<file path="src/rtl/mrve_pkg.sv">
// ----------------------------------------------------------------------------
// mrve_pkg: shared types and constants of the mixed-radix vector encoder
// Word formats, queue command, back-end states and the bound arithmetic.
// ----------------------------------------------------------------------------
package mrve_pkg;

	// default sizes
	localparam int MAX_ELEMENTS_DEF  = 1024;
	localparam int MAX_BYTES_DEF     = 4096;
	localparam int ELEMENT_WIDTH_DEF = 32;

	// field widths
	localparam int VALUE_W     = 16;
	localparam int COUNT_W     = 11;
	localparam int CFG_INDEX_W = 2;
	localparam int CFG_DATA_W  = 16;

	// a bound after shedding is below 2^14, so a merged bound fits in 28 bits
	localparam int SHED_W     = 14;
	localparam int BOUND_W    = 2 * SHED_W;
	localparam int SHED_LIMIT = 16384;

	// reset values of the registers
	localparam logic [VALUE_W-1:0] BOUND_RESET = 16'd4591;
	localparam logic [COUNT_W-1:0] COUNT_RESET = 11'd761;

	// register indexes
	localparam logic [CFG_INDEX_W-1:0] REG_ELEMENT_BOUND = 2'd0;
	localparam logic [CFG_INDEX_W-1:0] REG_ELEMENT_COUNT = 2'd1;

	// queue between front and back
	localparam int QUEUE_DEPTH = 2;

	typedef enum logic [1:0] {
		ST_OK       = 2'd0,
		ST_NOT_DONE = 2'd1,
		ST_NO_BYTES = 2'd2
	} status_t;

	typedef struct packed {
		logic               action;
		logic [VALUE_W-1:0] value;
	} in_word_t;

	typedef struct packed {
		logic [7:0] out_byte;
		logic       last_byte;
		status_t    status;
	} out_word_t;

	typedef enum logic {
		CMD_LOAD  = 1'b0,
		CMD_FETCH = 1'b1
	} cmd_kind_t;

	typedef struct packed {
		cmd_kind_t          kind;
		logic [VALUE_W-1:0] value;
	} cmd_t;

	typedef struct packed {
		logic                   valid;
		logic [CFG_INDEX_W-1:0] index;
		logic [CFG_DATA_W-1:0]  data;
	} cfg_wr_t;

	typedef enum logic [3:0] {
		BK_IDLE,
		BK_FETCH,
		BK_RD,
		BK_GET,
		BK_SHED,
		BK_MUL,
		BK_WR,
		BK_ODD_WR,
		BK_LAYER,
		BK_ROOT_RD,
		BK_ROOT_GET,
		BK_ROOT_SHED
	} back_state_t;

	// ceil(m / 256)
	function automatic logic [BOUND_W-1:0] ceil256(input logic [BOUND_W-1:0] m);
		logic [BOUND_W-1:0] q;
		q = m >> 8;
		return q + {{(BOUND_W-1){1'b0}}, |m[7:0]};
	endfunction

endpackage

</file>
<file path="src/rtl/mrve_queue.sv">
// ----------------------------------------------------------------------------
// mrve_queue: command queue
// Short FIFO between the front stage and the back end.
// ----------------------------------------------------------------------------
module mrve_queue (
	input  logic           clk,
	input  logic           arst_n,
	input  logic           push,
	input  mrve_pkg::cmd_t push_cmd,
	output logic           full,
	input  logic           pop,
	output logic           head_valid,
	output mrve_pkg::cmd_t head_cmd
);

	localparam int Depth = mrve_pkg::QUEUE_DEPTH;
	localparam int PW    = (Depth > 1) ? $clog2(Depth) : 1;
	localparam int CW    = $clog2(Depth + 1);

	mrve_pkg::cmd_t slot_q [Depth];
	logic [PW-1:0]  wp_q;
	logic [PW-1:0]  rp_q;
	logic [CW-1:0]  cnt_q;

	assign full       = (cnt_q == CW'(Depth));
	assign head_valid = (cnt_q != '0);
	assign head_cmd   = slot_q[rp_q];

	// pointers and fill level
	always_ff @(posedge clk or negedge arst_n) begin
		if (!arst_n) begin
			wp_q  <= '0;
			rp_q  <= '0;
			cnt_q <= '0;
		end else begin
			if (push) begin
				wp_q <= (wp_q == PW'(Depth - 1)) ? '0 : wp_q + 1'b1;
			end
			if (pop) begin
				rp_q <= (rp_q == PW'(Depth - 1)) ? '0 : rp_q + 1'b1;
			end
			if (push && !pop) begin
				cnt_q <= cnt_q + 1'b1;
			end else if (pop && !push) begin
				cnt_q <= cnt_q - 1'b1;
			end
		end
	end

	// storage
	always_ff @(posedge clk) begin
		if (push) begin
			slot_q[wp_q] <= push_cmd;
		end
	end

endmodule

</file>
<file path="config.mk">
export PLATFORM = sky130hd
export DESIGN_NAME = mrve_queue
export DESIGN_NICKNAME = d
export VERILOG_FILES = /design/src/rtl/mrve_pkg.sv /design/src/rtl/mrve_queue.sv
export SDC_FILE = /design/constraint.sdc
export NUM_CORES = 1
export LEC_CHECK = 0
export BUFFER_PORTS_ARGS = -buffer_cell sky130_fd_sc_hd__buf_2
export CAP_MARGIN = 20
export CELL_PAD_IN_SITES_DETAIL_PLACEMENT = 1
export CELL_PAD_IN_SITES_GLOBAL_PLACEMENT = 1
export CORE_ASPECT_RATIO = 0.8
export CORE_UTILIZATION = 38
export CTS_CLUSTER_SIZE = 25
export DETAILED_ROUTE_END_ITERATION = 10
export PLACE_DENSITY = 0.75
export SYNTH_ARGS = -nofsm -noshare
export SYNTH_HDL_FRONTEND = slang
export SYNTH_SLANG_ARGS = --single-unit
</file>
<file path="constraint.sdc">
create_clock -name clk -period 1.7 [get_ports clk]
set_input_delay 0.085 -clock clk [delete_from_list [all_inputs] [get_ports clk]]
set_output_delay 0.085 -clock clk [all_outputs]
set_load 0.02 [all_outputs]
</file>
==> results of run 1 <==
[metal layers]
layer / vias up / GRT usage [%]
met5: - / 0
met4: 0 / 9.24
met3: 8 / 4.24
met2: 28 / 25.9
met1: 410 / 14.9
li1: 389 / -
[flip-flops by register name, indices dropped and copies added (netlist names)]
signal  count
wp_q        1
rp_q        1
cnt_q       2
slot_q     34
[through the flow]
| stage | area (sq um) | total power, mW | std cells | worst slack (ns) |
|---|---|---|---|---|
| 2_1_floorplan | 1470 | 2.16 | 69 | 0.125 |
| 3_3_place_gp | 1710 | 2.39 | 151 | 0.448 |
| 3_5_place_dp | 1710 | 2.43 | 151 | 0.409 |
| 4_1_cts | 1970 | 3.04 | 177 | 0.0909 |
| 5_1_grt | 1970 | 3.17 | 177 | 0.0309 |
| 6_report | 1970 | 3.00 | 177 | 0.122 |
[worst paths after layout]
path | to | cells past startpoint | startpoint | slack [ns]
min | rp_q$_DFFE_PN0P_ | 2 | pop | 0.02
max | head_cmd[2] | 3 | rp_q$_DFFE_PN0P_ | 0.12
min reg2reg | rp_q$_DFFE_PN0P_ | 1 | rp_q$_DFFE_PN0P_ | 0.48
max in group asynchronous | rp_q$_DFFE_PN0P_ | 2 | arst_n | 1.43
max reg2reg | slot_q[0][6]$_DFFE_PP_ | 2 | wp_q$_DFFE_PN0P_ | 0.60
min in group asynchronous | cnt_q[0]$_DFFE_PN0P_ | 2 | arst_n | 0.14
[layout make-up]
class | instances | area, sq um | share of cell area, %
inverter | 1 | 3.75 | 0.191
tap | 42 | 52.6 | 2.67
sequential | 38 | 1120 | 56.9
clock inverter | 2 | 8.76 | 0.445
timing repair buffer | 60 | 398 | 20.2
clock buffer | 6 | 72.6 | 3.68
multi-input combinational | 28 | 313 | 15.9
[repair_timing]
action,4_1_cts,5_1_grt
setup buffers,0,0
hold endpoints to repair,37,0
gates resized for setup,0,0
hold buffers,18,0
[cell families (layout without fill, tap and decap cells)]
logic type / count (synthesis) / count (layout)
mux: 17 / 17
flops: 38 / 38
xor+xnor: 5 / 5
buf+inv: 3 / 69
fa+ha+maj: 1 / 1
simple gates: 5 / 5
[power by group]
part | internal (mW) | leakage [nW] | switching [mW]
registers | 1.25 | 0.366 | 0.0819
clock network | 0.281 | 0.0426 | 0.288
logic | 0.495 | 0.396 | 0.599
total | 2.03 | 0.804 | 0.969
[cell usage in the layout, fill, tap and decap left out, drive strengths merged]
cell type	count
and2	1
buf	42
clkbuf	6
clkinv	2
dfrtp	4
dlygate4sd3	18
edfxtp	34
ha	1
inv	1
mux2	17
nor2	1
nor2b	2
or2	1
xnor2	1
xor2	4
==> metrics.md, run 1 <==
| Metric | Value |
|---|---|
| Ant diodes | `0` |
| Kind of end point of the critical path | `output port` |
| Worst clock skew | `0.00623 ns` |
| Filler Cell Count | `352` |
| Layout cells sized above 1 | `49.6%` |
| Sequential area share after synthesis | `76.5%` |
| Largest net degree at the start of global routing | `18` |
| Initial DRT Pass Iterations | `2` |
| Tmin final | `1.58 ns` |
| Final hold violations | `0` |
| Gr usage total | `14.4%` |
| Slew at the pin with the worst max-slew slack | `0.275 ns` |
| Worst hold path class | `in -> reg` |
| Most common cell in the netlist | `edfxtp_1` |
| Worst hold slack | `0.0180 ns` |
| Post-synthesis cell count | `69` |
| Routed via count | `835` |
| Worst skew pair latency | `0.28 ns` |
| WP buf/inv | `2` |
| Die W | `71.5 um` |
| Most instantiated cells after synthesis | `34 x edfxtp_1, 9 x mux2_4, 8 x mux2_2` |
| Syn nets | `91` |
| Initial antenna violation count | `0` |
| Asr flop ratio synth | `10.5%` |
| DR WL met3 | `139 um` |
| Yosys top cell by area | `edfxtp_1` |
| # nets final | `156` |
| Critical-path top delay cell | `mux2_2` |
| Largest family of logic cells by synthesized area | `multiplexers` |
| Clk sinks | `38` |
| Post-Synth XOR/XNOR Area | `2.99%` |
| CTS clk-pin slew, worst paths | `0.06 ns` |
| Post-synthesis mux area share | `15.4%` |
| Worst Path Required | `1.62 ns` |
| Leakage | `0.804 nW` |
| RSZ-0062 raised after global routing | `false` |
| Yosys warning count | `0` |
| DRC Markers | `0` |
| Worst EP arrival | `1.49 ns` |
| Ys flop type | `edfxtp_1` |
| #FFs+latches synth | `38` |
| IO buf count | `39` |
| Final wirelength | `2650 um` |
| Highest Signal Layer | `met4` |
| CTS buffer count | `5` |
| Simple-gate share of the synthesized area | `1.96%` |
| Number of global-route vias before repair | `899` |
| Initial DRC count | `33` |
| Core Area | `3570 sq um` |
| Overflow after GRT | `0` |
| Final estimated routing congestion in global placement | `0.587` |
| Post-Syn Area | `1470 sq um` |
| Final worst path period share | `92.8%` |
| Syn Area/Cell | `21.3 sq um` |
| Met1 wire length | `1070 um` |
| Synth Area in Compound Gates | `0%` |
| Fmax achieved | `0.634 GHz` |
| Final Util | `55.2%` |
| Outcome | `finished, final reports clean` |
| Cell variety after synth | `14` |
| Top delay family on crit path | `buffers and inverters` |
| Rows | `19` |
| Detail Route Antenna Nets | `0` |
| Peak VDD IR | `0.816 mV` |
| Clock root buffer | `clkbuf_8` |
| Die Height | `57.6 um` |
| # setup viols final | `0` |
| First-pass GRT wire length | `4120 um` |
| Post-synth EDFFs | `34` |
| Relative slew slack | `81.6%` |
| Critical Path Max Stage Delay | `0.39 ns` |
| Detailed-route wire length per cell | `15.0 um` |
| Met2 wire len | `1370 um` |
| Vias per inst | `4.72` |
| DIE AREA | `4110 sq um` |
| Fin. max-slew vios | `0` |
| I/O pin count | `40` |
| Top-area cell type share of the netlist area | `69.6%` |
| Power per cell area | `1520 nW/um^2` |
| Crit-path max FO | `17` |
| Dpl hpwl | `1710 um` |
| Path type of the worst setup path | `reg -> out` |
| Area contributors post-synth | `edfxtp_1 70%, mux2_4 9.2%, dfrtp_1 6.8%, mux2_2 6.1%, xor2_1 2.4%` |
| Post-Synth Adder-Cell Area | `0.853%` |
| H-Tree Level Count | `2` |
| Maxcap violations | `0` |
| CP Cell Sequence | `buf_4 -> mux2_2 -> buf_2` |
| Area grow syn2layout | `34.3%` |
| Max clock buf depth | `2` |
| TritonCTS clock tree | `done` |
| Final setup TNS | `0 ns` |
| Starting Density | `41.1%` |
| Critical Path Start Type | `register` |
Power figures use the tool's default switching activity.
==> run 2: changes to the inputs <==
--- a/config.mk
+++ b/config.mk
@@ -13,6 +13,7 @@
 export CORE_UTILIZATION = 38
 export CTS_CLUSTER_SIZE = 25
 export DETAILED_ROUTE_END_ITERATION = 10
+export MAX_ROUTING_LAYER = met4
 export PLACE_DENSITY = 0.75
 export SYNTH_ARGS = -nofsm -noshare
 export SYNTH_HDL_FRONTEND = slang
==> metrics.md, run 2 (synthesis gave the netlist of run 1 again) <==
| Metric | Value |
|---|---|
| Tmin final | `1.58 ns` |
| WP buf/inv | `2` |
| Worst reg2reg path depth | `2` |
| Critical Path Max Stage Delay | `0.39 ns` |
| Critical Path Start Type | `register` |
| Starting Density | `41.1%` |
| Cell depth of the worst hold path | `2` |
| TritonCTS clock tree | `done` |
| Crit-path max FO | `17` |
| Fin. max-slew vios | `0` |
| Met2 wire len | `1360 um` |
| Vias per inst | `4.67` |
| Max reg flops | `34` |
| Ant diodes | `0` |
| CTS buffer count | `5` |
| Power per cell area | `1520 nW/um^2` |
| Max clock buf depth | `2` |
| Relative slew slack | `81.6%` |
| Top delay family on crit path | `buffers and inverters` |
| # nets final | `156` |
| IO buf count | `39` |
| Largest net degree at the start of global routing | `18` |
| Die Height | `57.6 um` |
| RSZ-0062 raised after global routing | `false` |
| R2R setup slack | `0.60 ns` |
| Most common cell after layout, fill and taps aside | `buf_2` |
| Fmax achieved | `0.634 GHz` |
| Outcome | `finished, final reports clean` |
| Core Area | `3570 sq um` |
| Number of global-route vias before repair | `901` |
| Final wirelength | `2650 um` |
| Initial DRT Pass Iterations | `3` |
| Worst skew pair latency | `0.29 ns` |
| Worst hold path class | `in -> reg` |
| Filler Cell Count | `352` |
| Initial DRC count | `48` |
| Final setup TNS | `0 ns` |
| Worst EP arrival | `1.49 ns` |
| DIE AREA | `4110 sq um` |
| Final hold violations | `0` |
| Detailed-route wire length per cell | `14.9 um` |
| Kind of end point of the critical path | `output port` |
| DRC Markers | `0` |
| Final estimated routing congestion in global placement | `0.590` |
| PostCTS Resize Cnt | `0` |
| Post-CTS Setup Inserts | `0` |
| Crit path depth | `3` |
| Worst clock skew | `0.00685 ns` |
| H-Tree Level Count | `2` |
| Overflow after GRT | `0` |
| Area grow syn2layout | `34.3%` |
| DR WL met3 | `160 um` |
| Highest Signal Layer | `met4` |
| Final worst path period share | `92.7%` |
| Path type of the worst setup path | `reg -> out` |
| Peak VDD IR | `0.818 mV` |
| Slew at the pin with the worst max-slew slack | `0.275 ns` |
| I/O pin count | `40` |
| Maxcap violations | `0` |
| Final Util | `55.2%` |
| Routed via count | `826` |
| Worst Path Required | `1.62 ns` |
| Detail Route Antenna Nets | `0` |
| CP Cell Sequence | `buf_4 -> mux2_2 -> buf_2` |
| Critical-path top delay cell | `mux2_2` |
| Die W | `71.5 um` |
| Largest Register | `slot_q` |
| Met1 wire length | `1070 um` |
| Gr usage total | `15.0%` |
| Largest registers | `slot_q: 34 flops, cnt_q: 2 flops` |
| Layout cells sized above 1 | `49.6%` |
| Leakage | `0.804 nW` |
| Clk sinks | `38` |
| Initial antenna violation count | `0` |
| First-pass GRT wire length | `4120 um` |
| # setup viols final | `0` |
| CTS clk-pin slew, worst paths | `0.06 ns` |
| Clock root buffer | `clkbuf_8` |
| Rows | `19` |
| Most frequent cells in the layout | `39 x buf_2, 34 x edfxtp_1, 18 x dlygate4sd3_1` |
| Dpl hpwl | `1710 um` |
## run 2: cell counts in the layout (fill, tap and decap cells not counted)
Identical to the previous run, type by type.
## run 2: timing repair
action                                  in CTS  in global routing
endpoints found under the hold margin       37                  0
endpoints found under the setup margin       0                  0
hold buffers                                18                  0
## run 2: area by class of cell
cell class	instances	area [sq um]	area share, %
clock buffer	6	72.6	3.68
clock inverter	2	8.76	0.445
inverter	1	3.75	0.191
multi-input combinational	28	313	15.9
sequential	38	1120	56.9
tap	42	52.6	2.67
timing repair buffer	60	398	20.2
## run 2: final timing paths
| path | startpoint | endpoint |
|---|---|---|
| max reg2reg | wp_q$_DFFE_PN0P_ | slot_q[0][6]$_DFFE_PP_ |
| min reg2reg | rp_q$_DFFE_PN0P_ | rp_q$_DFFE_PN0P_ |
| min | pop | rp_q$_DFFE_PN0P_ |
| min in group asynchronous | arst_n | cnt_q[0]$_DFFE_PN0P_ |
| max in group asynchronous | arst_n | rp_q$_DFFE_PN0P_ |
| max | rp_q$_DFFE_PN0P_ | head_cmd[2] |
## run 2: metrics by stage
step | setup slack [ns] | hold WS, ns | power, mW | cell area [sq um] | std cells
2_1_floorplan | 0.125 | -0.211 | 2.16 | 1470 | 69
3_3_place_gp | 0.448 | -0.104 | 2.39 | 1710 | 151
3_5_place_dp | 0.409 | -0.0980 | 2.43 | 1710 | 151
4_1_cts | 0.0909 | 0.00144 | 3.04 | 1970 | 177
5_1_grt | 0.0275 | 0.0115 | 3.17 | 1970 | 177
6_report | 0.123 | 0.0183 | 3.00 | 1970 | 177
## run 2: routing by layer
layer,GRT usage (%),up-vias
li1,-,388
met1,15.0,403
met2,25.7,28
met3,6.36,7
met4,6.72,0
met5,-,-
## run 2: worst register-to-register path, cell delays in order, from the launching register on
cell and delay (ns):
dfrtp_1 0.40, nor2b_2 0.12, buf_4 0.26
## run 2: power breakdown
part           switching [mW]  total [mW]  internal [mW]
Clock                   0.291       0.572          0.281
Combinational           0.598        1.09          0.495
Sequential             0.0821        1.34           1.25
