## config.mk

```make
export PLATFORM = sky130hd
export DESIGN_NAME = mrve_front
export DESIGN_NICKNAME = d
export VERILOG_FILES = /design/src/rtl/mrve_pkg.sv /design/src/rtl/mrve_front.sv
export SDC_FILE = /design/constraint.sdc
export NUM_CORES = 1
export LEC_CHECK = 0
export BUFFER_PORTS_ARGS = -buffer_cell sky130_fd_sc_hd__buf_2
export CORE_MARGIN = 4
export CORE_UTILIZATION = 40
export CTS_CLUSTER_DIAMETER = 200
export DETAILED_ROUTE_END_ITERATION = 7
export PLACE_DENSITY = 0.81
export SLEW_MARGIN = 20
export SYNTH_ARGS = -nofsm -noshare
export SYNTH_HDL_FRONTEND = slang
export SYNTH_SLANG_ARGS = --single-unit
```

## constraint.sdc

```tcl
create_clock -name clk -period 3.1 [get_ports clk]
set_input_delay 0.31 -clock clk [delete_from_list [all_inputs] [get_ports clk]]
set_output_delay 0.31 -clock clk [all_outputs]
set_load 0.01 [all_outputs]
```

## src/rtl/mrve_pkg.sv

```systemverilog
// ----------------------------------------------------------------------------
// mrve_pkg: shared types and constants of the mixed-radix vector encoder
// Word formats, queue command, back-end states and the bound arithmetic.
// ----------------------------------------------------------------------------
package mrve_pkg;

	// default sizes
	localparam int MAX_ELEMENTS_DEF  = 1024;
	localparam int MAX_BYTES_DEF     = 4096;
	localparam int ELEMENT_WIDTH_DEF = 32;

	// field widths
	localparam int VALUE_W     = 16;
	localparam int COUNT_W     = 11;
	localparam int CFG_INDEX_W = 2;
	localparam int CFG_DATA_W  = 16;

	// a bound after shedding is below 2^14, so a merged bound fits in 28 bits
	localparam int SHED_W     = 14;
	localparam int BOUND_W    = 2 * SHED_W;
	localparam int SHED_LIMIT = 16384;

	// reset values of the registers
	localparam logic [VALUE_W-1:0] BOUND_RESET = 16'd4591;
	localparam logic [COUNT_W-1:0] COUNT_RESET = 11'd761;

	// register indexes
	localparam logic [CFG_INDEX_W-1:0] REG_ELEMENT_BOUND = 2'd0;
	localparam logic [CFG_INDEX_W-1:0] REG_ELEMENT_COUNT = 2'd1;

	// queue between front and back
	localparam int QUEUE_DEPTH = 2;

	typedef enum logic [1:0] {
		ST_OK       = 2'd0,
		ST_NOT_DONE = 2'd1,
		ST_NO_BYTES = 2'd2
	} status_t;

	typedef struct packed {
		logic               action;
		logic [VALUE_W-1:0] value;
	} in_word_t;

	typedef struct packed {
		logic [7:0] out_byte;
		logic       last_byte;
		status_t    status;
	} out_word_t;

	typedef enum logic {
		CMD_LOAD  = 1'b0,
		CMD_FETCH = 1'b1
	} cmd_kind_t;

	typedef struct packed {
		cmd_kind_t          kind;
		logic [VALUE_W-1:0] value;
	} cmd_t;

	typedef struct packed {
		logic                   valid;
		logic [CFG_INDEX_W-1:0] index;
		logic [CFG_DATA_W-1:0]  data;
	} cfg_wr_t;

	typedef enum logic [3:0] {
		BK_IDLE,
		BK_FETCH,
		BK_RD,
		BK_GET,
		BK_SHED,
		BK_MUL,
		BK_WR,
		BK_ODD_WR,
		BK_LAYER,
		BK_ROOT_RD,
		BK_ROOT_GET,
		BK_ROOT_SHED
	} back_state_t;

	// ceil(m / 256)
	function automatic logic [BOUND_W-1:0] ceil256(input logic [BOUND_W-1:0] m);
		logic [BOUND_W-1:0] q;
		q = m >> 8;
		return q + {{(BOUND_W-1){1'b0}}, |m[7:0]};
	endfunction

endpackage

```

## src/rtl/mrve_front.sv

```systemverilog
// ----------------------------------------------------------------------------
// mrve_front: input stage
// Registers each accepted word, classifies it as load or fetch and hands the
// command to the queue.
// ----------------------------------------------------------------------------
module mrve_front (
	input  logic              clk,
	input  logic              arst_n,
	input  logic              in_valid,
	output logic              in_ready,
	input  mrve_pkg::in_word_t in_data,
	output logic              push,
	output mrve_pkg::cmd_t    push_cmd,
	input  logic              queue_full
);

	logic           hold_q;
	mrve_pkg::cmd_t cmd_q;

	assign push     = hold_q && !queue_full;
	assign push_cmd = cmd_q;
	assign in_ready = !hold_q || !queue_full;

	// valid flag of the holding register
	always_ff @(posedge clk or negedge arst_n) begin
		if (!arst_n) begin
			hold_q <= 1'b0;
		end else if (in_ready) begin
			hold_q <= in_valid;
		end
	end

	// classify and hold the payload
	always_ff @(posedge clk) begin
		if (in_valid && in_ready) begin
			cmd_q.kind  <= in_data.action ? mrve_pkg::CMD_FETCH : mrve_pkg::CMD_LOAD;
			cmd_q.value <= in_data.value;
		end
	end

endmodule

```

==> flow_metrics.tcl, run 1 <==
set metrics [dict create \
    gp_congestion 0.638 \
    finClkSkew_ns 0.00442 \
    finalCritPeriodShare 0.411 \
    synth_area_leaders "edfxtp_1 (91%), dfrtp_1 (4.5%), a21boi_1 (1.3%)" \
    grt_max_degree 18 \
    arrival_ns 0.96 \
    nets 89 \
    maxCapViolCount 0 \
    finalCriticalPeriod_ns 1.27 \
    path_max_fanout 4 \
    cts_root_buf "clkbuf_4" \
    critical_path_class "reg -> out" \
    outcome "finished, final reports clean" \
    grt_pass1_wl_um 1390 \
    p_total_uw 462 \
    power_density_nw_per_um2 558 \
    synth_seq_cells 18 \
    tightest_slew_ns 0.206 \
    synth.net_count 43 \
    peakVddDrop_mv 0.388 \
    die-area_um2 2060 \
    max_freq_mhz 786 \
    hold_class "in -> reg" \
    ys_warn_count 0 \
    slew_headroom 0.863 \
    drt_wl_total_um 972 \
    ctsLongestPathBuffers 2 \
    firstDrtPassIters 3 \
    cts.sinks 18 \
    setup_viol 0 \
    syn_area_um2 561 \
    crit_required_ns 2.79 \
    wl_per_cell_um 11.9 \
    synth_cells 22 \
    viasPerCell 4.16 \
    cts_made_buffers 3 \
    track_usage 0.0952 \
    drive_gt1_frac 0.657 \
    start_util 0.425 \
    avgSynthCellArea_um2 25.5 \
    synth_cell_types 6 \
    route.antenna.remaining_nets 0 \
    netlist.area_leader.share 0.911 \
    p_leak_uw 0.000370 \
    netlist.top_cell.by_area "edfxtp_1" \
    setup_tns_ns 0 \
    num_io_pins 40 \
    core_um2 1320 \
    die_y_um 45.4 \
    yosysSeqAreaShare 0.955 \
    grt_antenna_before_repair 0 \
    postCtsSetupRepairBufs 0 \
    first_global_vias 347 \
    vias 341 \
    rsz0062_at_grt "no" \
    h-tree-depth 1 \
    rows 13 \
    drc 0 \
    cts_tree "built" \
    drt-initial-drc-count 6 \
    io_buffers 39 \
    overflow 0 \
    endpoint_kind "primary output" \
    syn2layout_area_growth_pct 47.8 \
    finalHoldViolations 0 \
    cts.clk_slew.worst_paths_ns 0.10 \
    drv_slew 0 \
    start_kind "flop" \
    clk_latency_ns 0.28 \
    diodes 0 \
    dieWidth_um 45.4 \
]
routing by layer:
metal  GRT usage  part of all wire
met2       0.167              0.55
met3      0.0277              0.12
met4      0.0526                 0
met1       0.100              0.32
met5           0                 0
through the flow:
stage                     cell area [um^2]  std cells  worst slack (ns)  hold slack, ns   util
after floorplan                        561         22              1.48          0.0144      -
after global placement                 782         77              1.97          0.0865  0.594
after detailed placement               782         77              1.94          0.0883  0.594
after CTS                              828         82              1.81           0.189  0.629
after global routing                   828         82              1.74           0.178  0.629
final                                  828         82              1.83           0.197  0.629
critical path: stages (launching register included):
cell,delay (ns)
dfrtp_1,0.42
nor2b_1,0.14
buf_2,0.13
final cells by class:
type,count,area [um^2]
Clock buffer,4,36.3
Fill cell,98,489
Multi-Input combinational cell,4,25.0
Sequential cell,18,536
Tap cell,15,18.8
Timing Repair Buffer,41,213
sequential cells by signal (all words and copies together), names as in the netlist:
register	cells
hold_q	1
push_cmd	17
cells by family after synthesis:
kind of cell	synth area share
flops	0.955
simple gates	0.0179
compound gates	0.0268
cells in the mapped netlist:
cell / n
edfxtp_1: 17
a21boi_1: 1
a21o_1: 1
dfrtp_1: 1
nand2_1: 1
nor2b_1: 1
path summary, 6_finish.rpt:
kind	slack (ns)	cells past startpoint	endpoint	from
worst max register to register	1.99	2	push_cmd[0]	hold_q
min in group asynchronous	0.32	2	hold_q	arst_n
max in group asynchronous	2.70	2	hold_q	arst_n
worst min-delay path	0.20	1	push_cmd[11]	in_data[11]
worst min register to register	0.54	1	hold_q	hold_q
worst max-delay path	1.83	2	push	hold_q
placed cells by master, fill, tap and decap left out, drive strengths merged:
| cell type | count |
|---|---|
| nor2b | 1 |
| a21o | 1 |
| dlygate4sd3 | 1 |
| buf | 40 |
| clkbuf | 4 |
| a21boi | 1 |
| dfrtp | 1 |
| nand2 | 1 |
| edfxtp | 17 |
repair_timing:
action,CTS,global route
resized for setup,0,0
hold buffers,1,0
endpoints found under the hold margin,1,0
power by group:
part | leakage (uW) | switching [uW] | internal, uW | total, uW
Combinational | 0.000176 | 21.5 | 20.9 | 42.4
Sequential | 0.000173 | 2.95 | 282 | 285
Clock | 0.0000210 | 64.1 | 71.4 | 135
Note: power is estimated with default switching activity, not from simulation.
==> run 2: changes to the inputs <==
--- a/config.mk
+++ b/config.mk
@@ -5,12 +5,14 @@
 export SDC_FILE = /design/constraint.sdc
 export NUM_CORES = 1
 export LEC_CHECK = 0
+export ABC_AREA = 1
 export BUFFER_PORTS_ARGS = -buffer_cell sky130_fd_sc_hd__buf_2
+export CORE_ASPECT_RATIO = 0.8
 export CORE_MARGIN = 4
-export CORE_UTILIZATION = 40
+export CORE_UTILIZATION = 34
 export CTS_CLUSTER_DIAMETER = 200
 export DETAILED_ROUTE_END_ITERATION = 7
-export PLACE_DENSITY = 0.81
+export PLACE_DENSITY = 0.73
 export SLEW_MARGIN = 20
 export SYNTH_ARGS = -nofsm -noshare
 export SYNTH_HDL_FRONTEND = slang
==> constraint.sdc (replaced) <==
create_clock -name clk -period 1.1 [get_ports clk]
set_input_delay 0.11 -clock clk [delete_from_list [all_inputs] [get_ports clk]]
set_output_delay 0.11 -clock clk [all_outputs]
set_load 0.01 [all_outputs]
==> flow_metrics.tcl, run 2 <==
set metrics [dict create \
    post-synth-top-count-cell "edfxtp_1" \
    finClkSkew_ns 0.00992 \
    grt_max_degree 18 \
    diodes 0 \
    firstDrtPassIters 6 \
    maxCapViolCount 0 \
    endpoint_kind "primary output" \
    grt_pass1_wl_um 1850 \
    finalHoldViolations 0 \
    first_global_vias 366 \
    vias 444 \
    grtUsageMet2 0.213 \
    drc 0 \
    ctsLongestPathBuffers 2 \
    drive_gt1_frac 0.512 \
    h-tree-depth 1 \
    cts_tree "built" \
    drt-initial-drc-count 12 \
    synth_seq_cells 18 \
    slew_headroom 0.903 \
    nets 108 \
    path_max_fanout 3 \
    fin_hold_ws_ns 0.0626 \
    seqCellArea_um2 536 \
    pre_cts_ws_ns 0.0820 \
    grt_antenna_before_repair 0 \
    final_common_cell "buf_2" \
    track_usage 0.118 \
    start_util 0.380 \
    synth_cell_types 6 \
    ys.flop_type "edfxtp_1" \
    peakVddDrop_mv 1.00 \
    synth.net_count 45 \
    reg2reg_depth 2 \
    cts.clk_slew.worst_paths_ns 0.09 \
    slowest_delay_ns 0.41 \
    max_freq_mhz 914 \
    yosys-top-cells-count "edfxtp_1 (17), inv_1 (2), nand2_1 (2)" \
    ys_async_sr_fraction 0.0556 \
    largest_reg_flops 17 \
    rows 12 \
    power_density_nw_per_um2 1300 \
    top_usage_layer "met2" \
    use_met3 0.0404 \
    syn_area_um2 559 \
    yosysSeqAreaShare 0.957 \
    min_to "hold_q" \
    worstHoldStart "in_valid" \
    p_leak_uw 0.000448 \
    syn2layout_area_growth_pct 82.1 \
    finalCriticalPeriod_ns 1.09 \
    num_io_pins 40 \
    cpMaxStageDelayCell "dfrtp_1" \
    multi_input_area_um2 27.5 \
    crit_family "flip-flops" \
    die-area_um2 2360 \
    grtUsageMet1 0.125 \
    critPathLaunch "hold_q" \
    gp_congestion 0.667 \
    ys_warn_count 0 \
    arrival_ns 0.98 \
    cp_num_buf_inv 2 \
    hold_path_depth 3 \
    outcome "finished, final reports clean" \
    rsz0062_at_grt "yes" \
    setup_viol 0 \
    worst_slack_ns 0.00608 \
    layout_common_cells "buf_2 (39), dlygate4sd3_1 (18), edfxtp_1 (17)" \
    cts.sinks 18 \
    clk_latency_ns 0.29 \
    timing.rr.end "push_cmd[11]" \
    netlist.area_leader.share 0.913 \
    synth_edf_count 17 \
    place_area_um2 812 \
    netlist.top_cell.by_area "edfxtp_1" \
    die_y_um 44.3 \
    fillers 109 \
    finalCritPeriodShare 0.994 \
    overflow 0 \
    io_buffers 39 \
    cts_root_buf "clkbuf_4" \
    viasPerCell 4.15 \
    tightest_slew_ns 0.146 \
    r2r_slack_ns 0.07 \
    start_kind "flop" \
    postCtsSetupRepairBufs 0 \
    setup_tns_ns 0 \
    core_um2 1470 \
    design_area_um2 1020 \
    critical_path_class "reg -> out" \
    r2r-start "hold_q" \
    route.antenna.remaining_nets 0 \
    hold_class "in -> reg" \
    path_cells "inv_1, nor2_1, buf_2" \
    synth_cells 24 \
    crit_required_ns 0.99 \
    cts_made_buffers 3 \
    dieWidth_um 53.3 \
    wl_per_cell_um 15.1 \
    drt_wl_total_um 1620 \
    avgSynthCellArea_um2 23.3 \
    drv_slew 0 \
    synth_area_leaders "edfxtp_1 (91%), dfrtp_1 (4.5%), inv_1 (1.3%)" \
]
==> run 2: metrics by stage <==
stage	instances	power (uW)	utilization
CTS	98	1290	0.631
global placement	85	948	0.552
global route	107	1390	0.692
detailed placement	85	955	0.552
floorplan	24	864	-
finish	107	1320	0.692
==> run 2: worst register-to-register path: stages, from the launching register on <==
cell and delay [ns]:
dfrtp_1 0.43, a21oi_4 0.16, buf_12 0.17
==> run 2: cell type report <==
cell class	instances	share of cell area
Sequential cell	18	0.526
Timing Repair Buffer	58	0.388
Multi-Input combinational cell	4	0.0270
Clock buffer	4	0.0258
Tap cell	21	0.0258
Inverter	2	0.00737
==> run 2: cell families after synthesis <==
kind of cell,synth area share
DFF,0.957
and+or+nand+nor,0.0201
buffers and inverters,0.0134
AOI/OAI and AO/OA,0.00894
==> run 2: worst max path at each step <==
stage | to | slack, ns | cells after the start
final | push | 0.006 | 3
after global routing | push | -0.09 | 3
after CTS | push | -0.007 | 3
after detailed placement | push_cmd[2] | 0.08 | 2
after global placement | push_cmd[13] | 0.1 | 2
after floorplan | push_cmd[0] | -0.03 | 1
==> run 2: timing repair <==
action / CTS / global route
endpoints found under the setup margin: 1 / 2
hold endpoints to repair: 9 / 9
hold buffers: 9 / 9
pin swaps: 0 / 1
resized for setup: 0 / 0
==> run 2: routing by layer <==
layer | up-vias | share of wire
li1 | 211 | -
met1 | 208 | 0.35
met2 | 25 | 0.58
met3 | 0 | 0.066
met4 | 0 | 0
met5 | - | 0
==> run 2: report_power, final <==
part           internal, uW  switching (uW)
Combinational           105            81.7
Clock                   141             191
Sequential              794            12.3
Total                  1040             284
==> run 3: changes to the inputs <==
--- a/config.mk
+++ b/config.mk
@@ -6,13 +6,12 @@
 export NUM_CORES = 1
 export LEC_CHECK = 0
 export ABC_AREA = 1
-export BUFFER_PORTS_ARGS = -buffer_cell sky130_fd_sc_hd__buf_2
-export CORE_ASPECT_RATIO = 0.8
-export CORE_MARGIN = 4
-export CORE_UTILIZATION = 34
+export CORE_AREA = 4 4 41 43
 export CTS_CLUSTER_DIAMETER = 200
 export DETAILED_ROUTE_END_ITERATION = 7
-export PLACE_DENSITY = 0.73
+export DIE_AREA = 0 0 45 47
+export DONT_BUFFER_PORTS = 1
+export PLACE_DENSITY = 0.61
 export SLEW_MARGIN = 20
 export SYNTH_ARGS = -nofsm -noshare
 export SYNTH_HDL_FRONTEND = slang
==> flow_metrics.tcl, run 3 (synthesis results as in run 2) <==
set metrics [dict create \
    outcome "finished, final reports clean" \
    h-tree-depth 1 \
    crit_required_ns 1.10 \
    drt-initial-drc-count 10 \
    r2r_slack_ns 0.04 \
    final_common_cell "dlygate4sd3_1" \
    viasPerCell 4.70 \
    path_max_fanout 6 \
    drive_gt1_frac 0.143 \
    rsz0062_at_grt "no" \
    wl_per_cell_um 15.3 \
    timing.rr.end "push_cmd[6]" \
    drt_wl_total_um 980 \
    diodes 0 \
    tightest_slew_ns 0.154 \
    worst_slack_ns 0.0449 \
    dieWidth_um 45 \
    io_buffers 0 \
    finalCritPeriodShare 0.959 \
    layout_common_cells "dlygate4sd3_1 (19), edfxtp_1 (17), clkbuf_4 (3)" \
    route.antenna.remaining_nets 0 \
    power_density_nw_per_um2 1480 \
    slew_headroom 0.897 \
    largest_reg_flops 17 \
    pre_cts_ws_ns 0.0502 \
    multi_input_area_um2 30.0 \
    track_usage 0.0972 \
    first_global_vias 302 \
    p_leak_uw 0.000304 \
    endpoint_kind "flop" \
    maxCapViolCount 0 \
    p_total_uw 1240 \
    syn2layout_area_growth_pct 49.4 \
    nets 71 \
    die-area_um2 2120 \
    finClkSkew_ns 0.00427 \
    cts.sinks 18 \
    clk_latency_ns 0.28 \
    num_io_pins 40 \
    arrival_ns 1.05 \
    vias 301 \
    fillers 101 \
    drc 0 \
    gp_congestion 0.586 \
    cts_root_buf "clkbuf_4" \
    ctsLongestPathBuffers 2 \
    core_um2 1300 \
    cts_made_buffers 3 \
    grt_pass1_wl_um 1330 \
    finalCriticalPeriod_ns 1.06 \
    setup_viol 0 \
    start_util 0.430 \
    overflow 0 \
    critical_path_class "reg -> reg" \
    finalHoldViolations 0 \
    drv_slew 0 \
    rows 13 \
    reg2reg_depth 2 \
    grt_max_degree 12 \
    die_y_um 47 \
    setup_tns_ns 0 \
    hold_class "in -> async" \
    start_kind "flop" \
    cts_tree "built" \
    peakVddDrop_mv 0.885 \
    grt_antenna_before_repair 0 \
    r2r-start "hold_q" \
    firstDrtPassIters 2 \
    cts.clk_slew.worst_paths_ns 0.09 \
    seqCellArea_um2 536 \
    max_freq_mhz 948 \
]
## run 3: cell count changes in the layout (fill, tap and decap cells not counted), sizes merged
| cell | delta |
|---|---|
| buf | -38 |
| dlygate4sd3 | +1 |
## run 3: how the worst max path moves through the flow
stage	startpoint	end	cells past startpoint
2_1_floorplan	hold_q	push_cmd[0]	1
3_3_place_gp	hold_q	push_cmd[1]	2
3_5_place_dp	hold_q	push_cmd[5]	2
4_1_cts	hold_q	push_cmd[5]	2
5_1_grt	hold_q	push_cmd[6]	2
6_report	hold_q	push_cmd[6]	2
## run 3: power by group
part / switching, uW / internal, uW / total (uW)
registers: 33.0 / 796 / 829
logic: 34.4 / 62.5 / 96.9
clock network: 171 / 140 / 311
## run 3: through the flow
step / cells / area (um^2) / util / hold slack [ns]
global route: 64 / 836 / 0.642 / 0.00800
CTS: 64 / 833 / 0.640 / 0.0278
detailed placement: 41 / 617 / 0.474 / -0.186
global placement: 41 / 617 / 0.474 / -0.186
finish: 64 / 836 / 0.642 / 0.0334
floorplan: 24 / 571 / - / -0.186
## run 3: worst max-delay path, stage by stage (launching register included)
cell     delay, ns
dfrtp_1       0.43
a21oi_4       0.18
buf_4         0.17
## run 3: final cells by class
type / count / share of cell area
Clock buffer: 4 / 0.0314
Inverter: 2 / 0.00898
Multi-Input combinational cell: 4 / 0.0359
Sequential cell: 18 / 0.641
Tap cell: 15 / 0.0225
Timing Repair Buffer: 21 / 0.260
## run 3: repair_timing
item / in CTS / in global routing
setup buffers: 0 / 0
endpoints found under the hold margin: 19 / 0
gates resized for setup: 0 / 1
hold buffers: 19 / 0
endpoints found under the setup margin: 0 / 1
## run 3: per-layer routing
layer,vias up,GRT usage,share of wire
li1,138,-,-
met3,0,0.0728,0.14
met2,25,0.158,0.50
met5,-,0,0
met1,138,0.0879,0.37
met4,0,0.0526,0
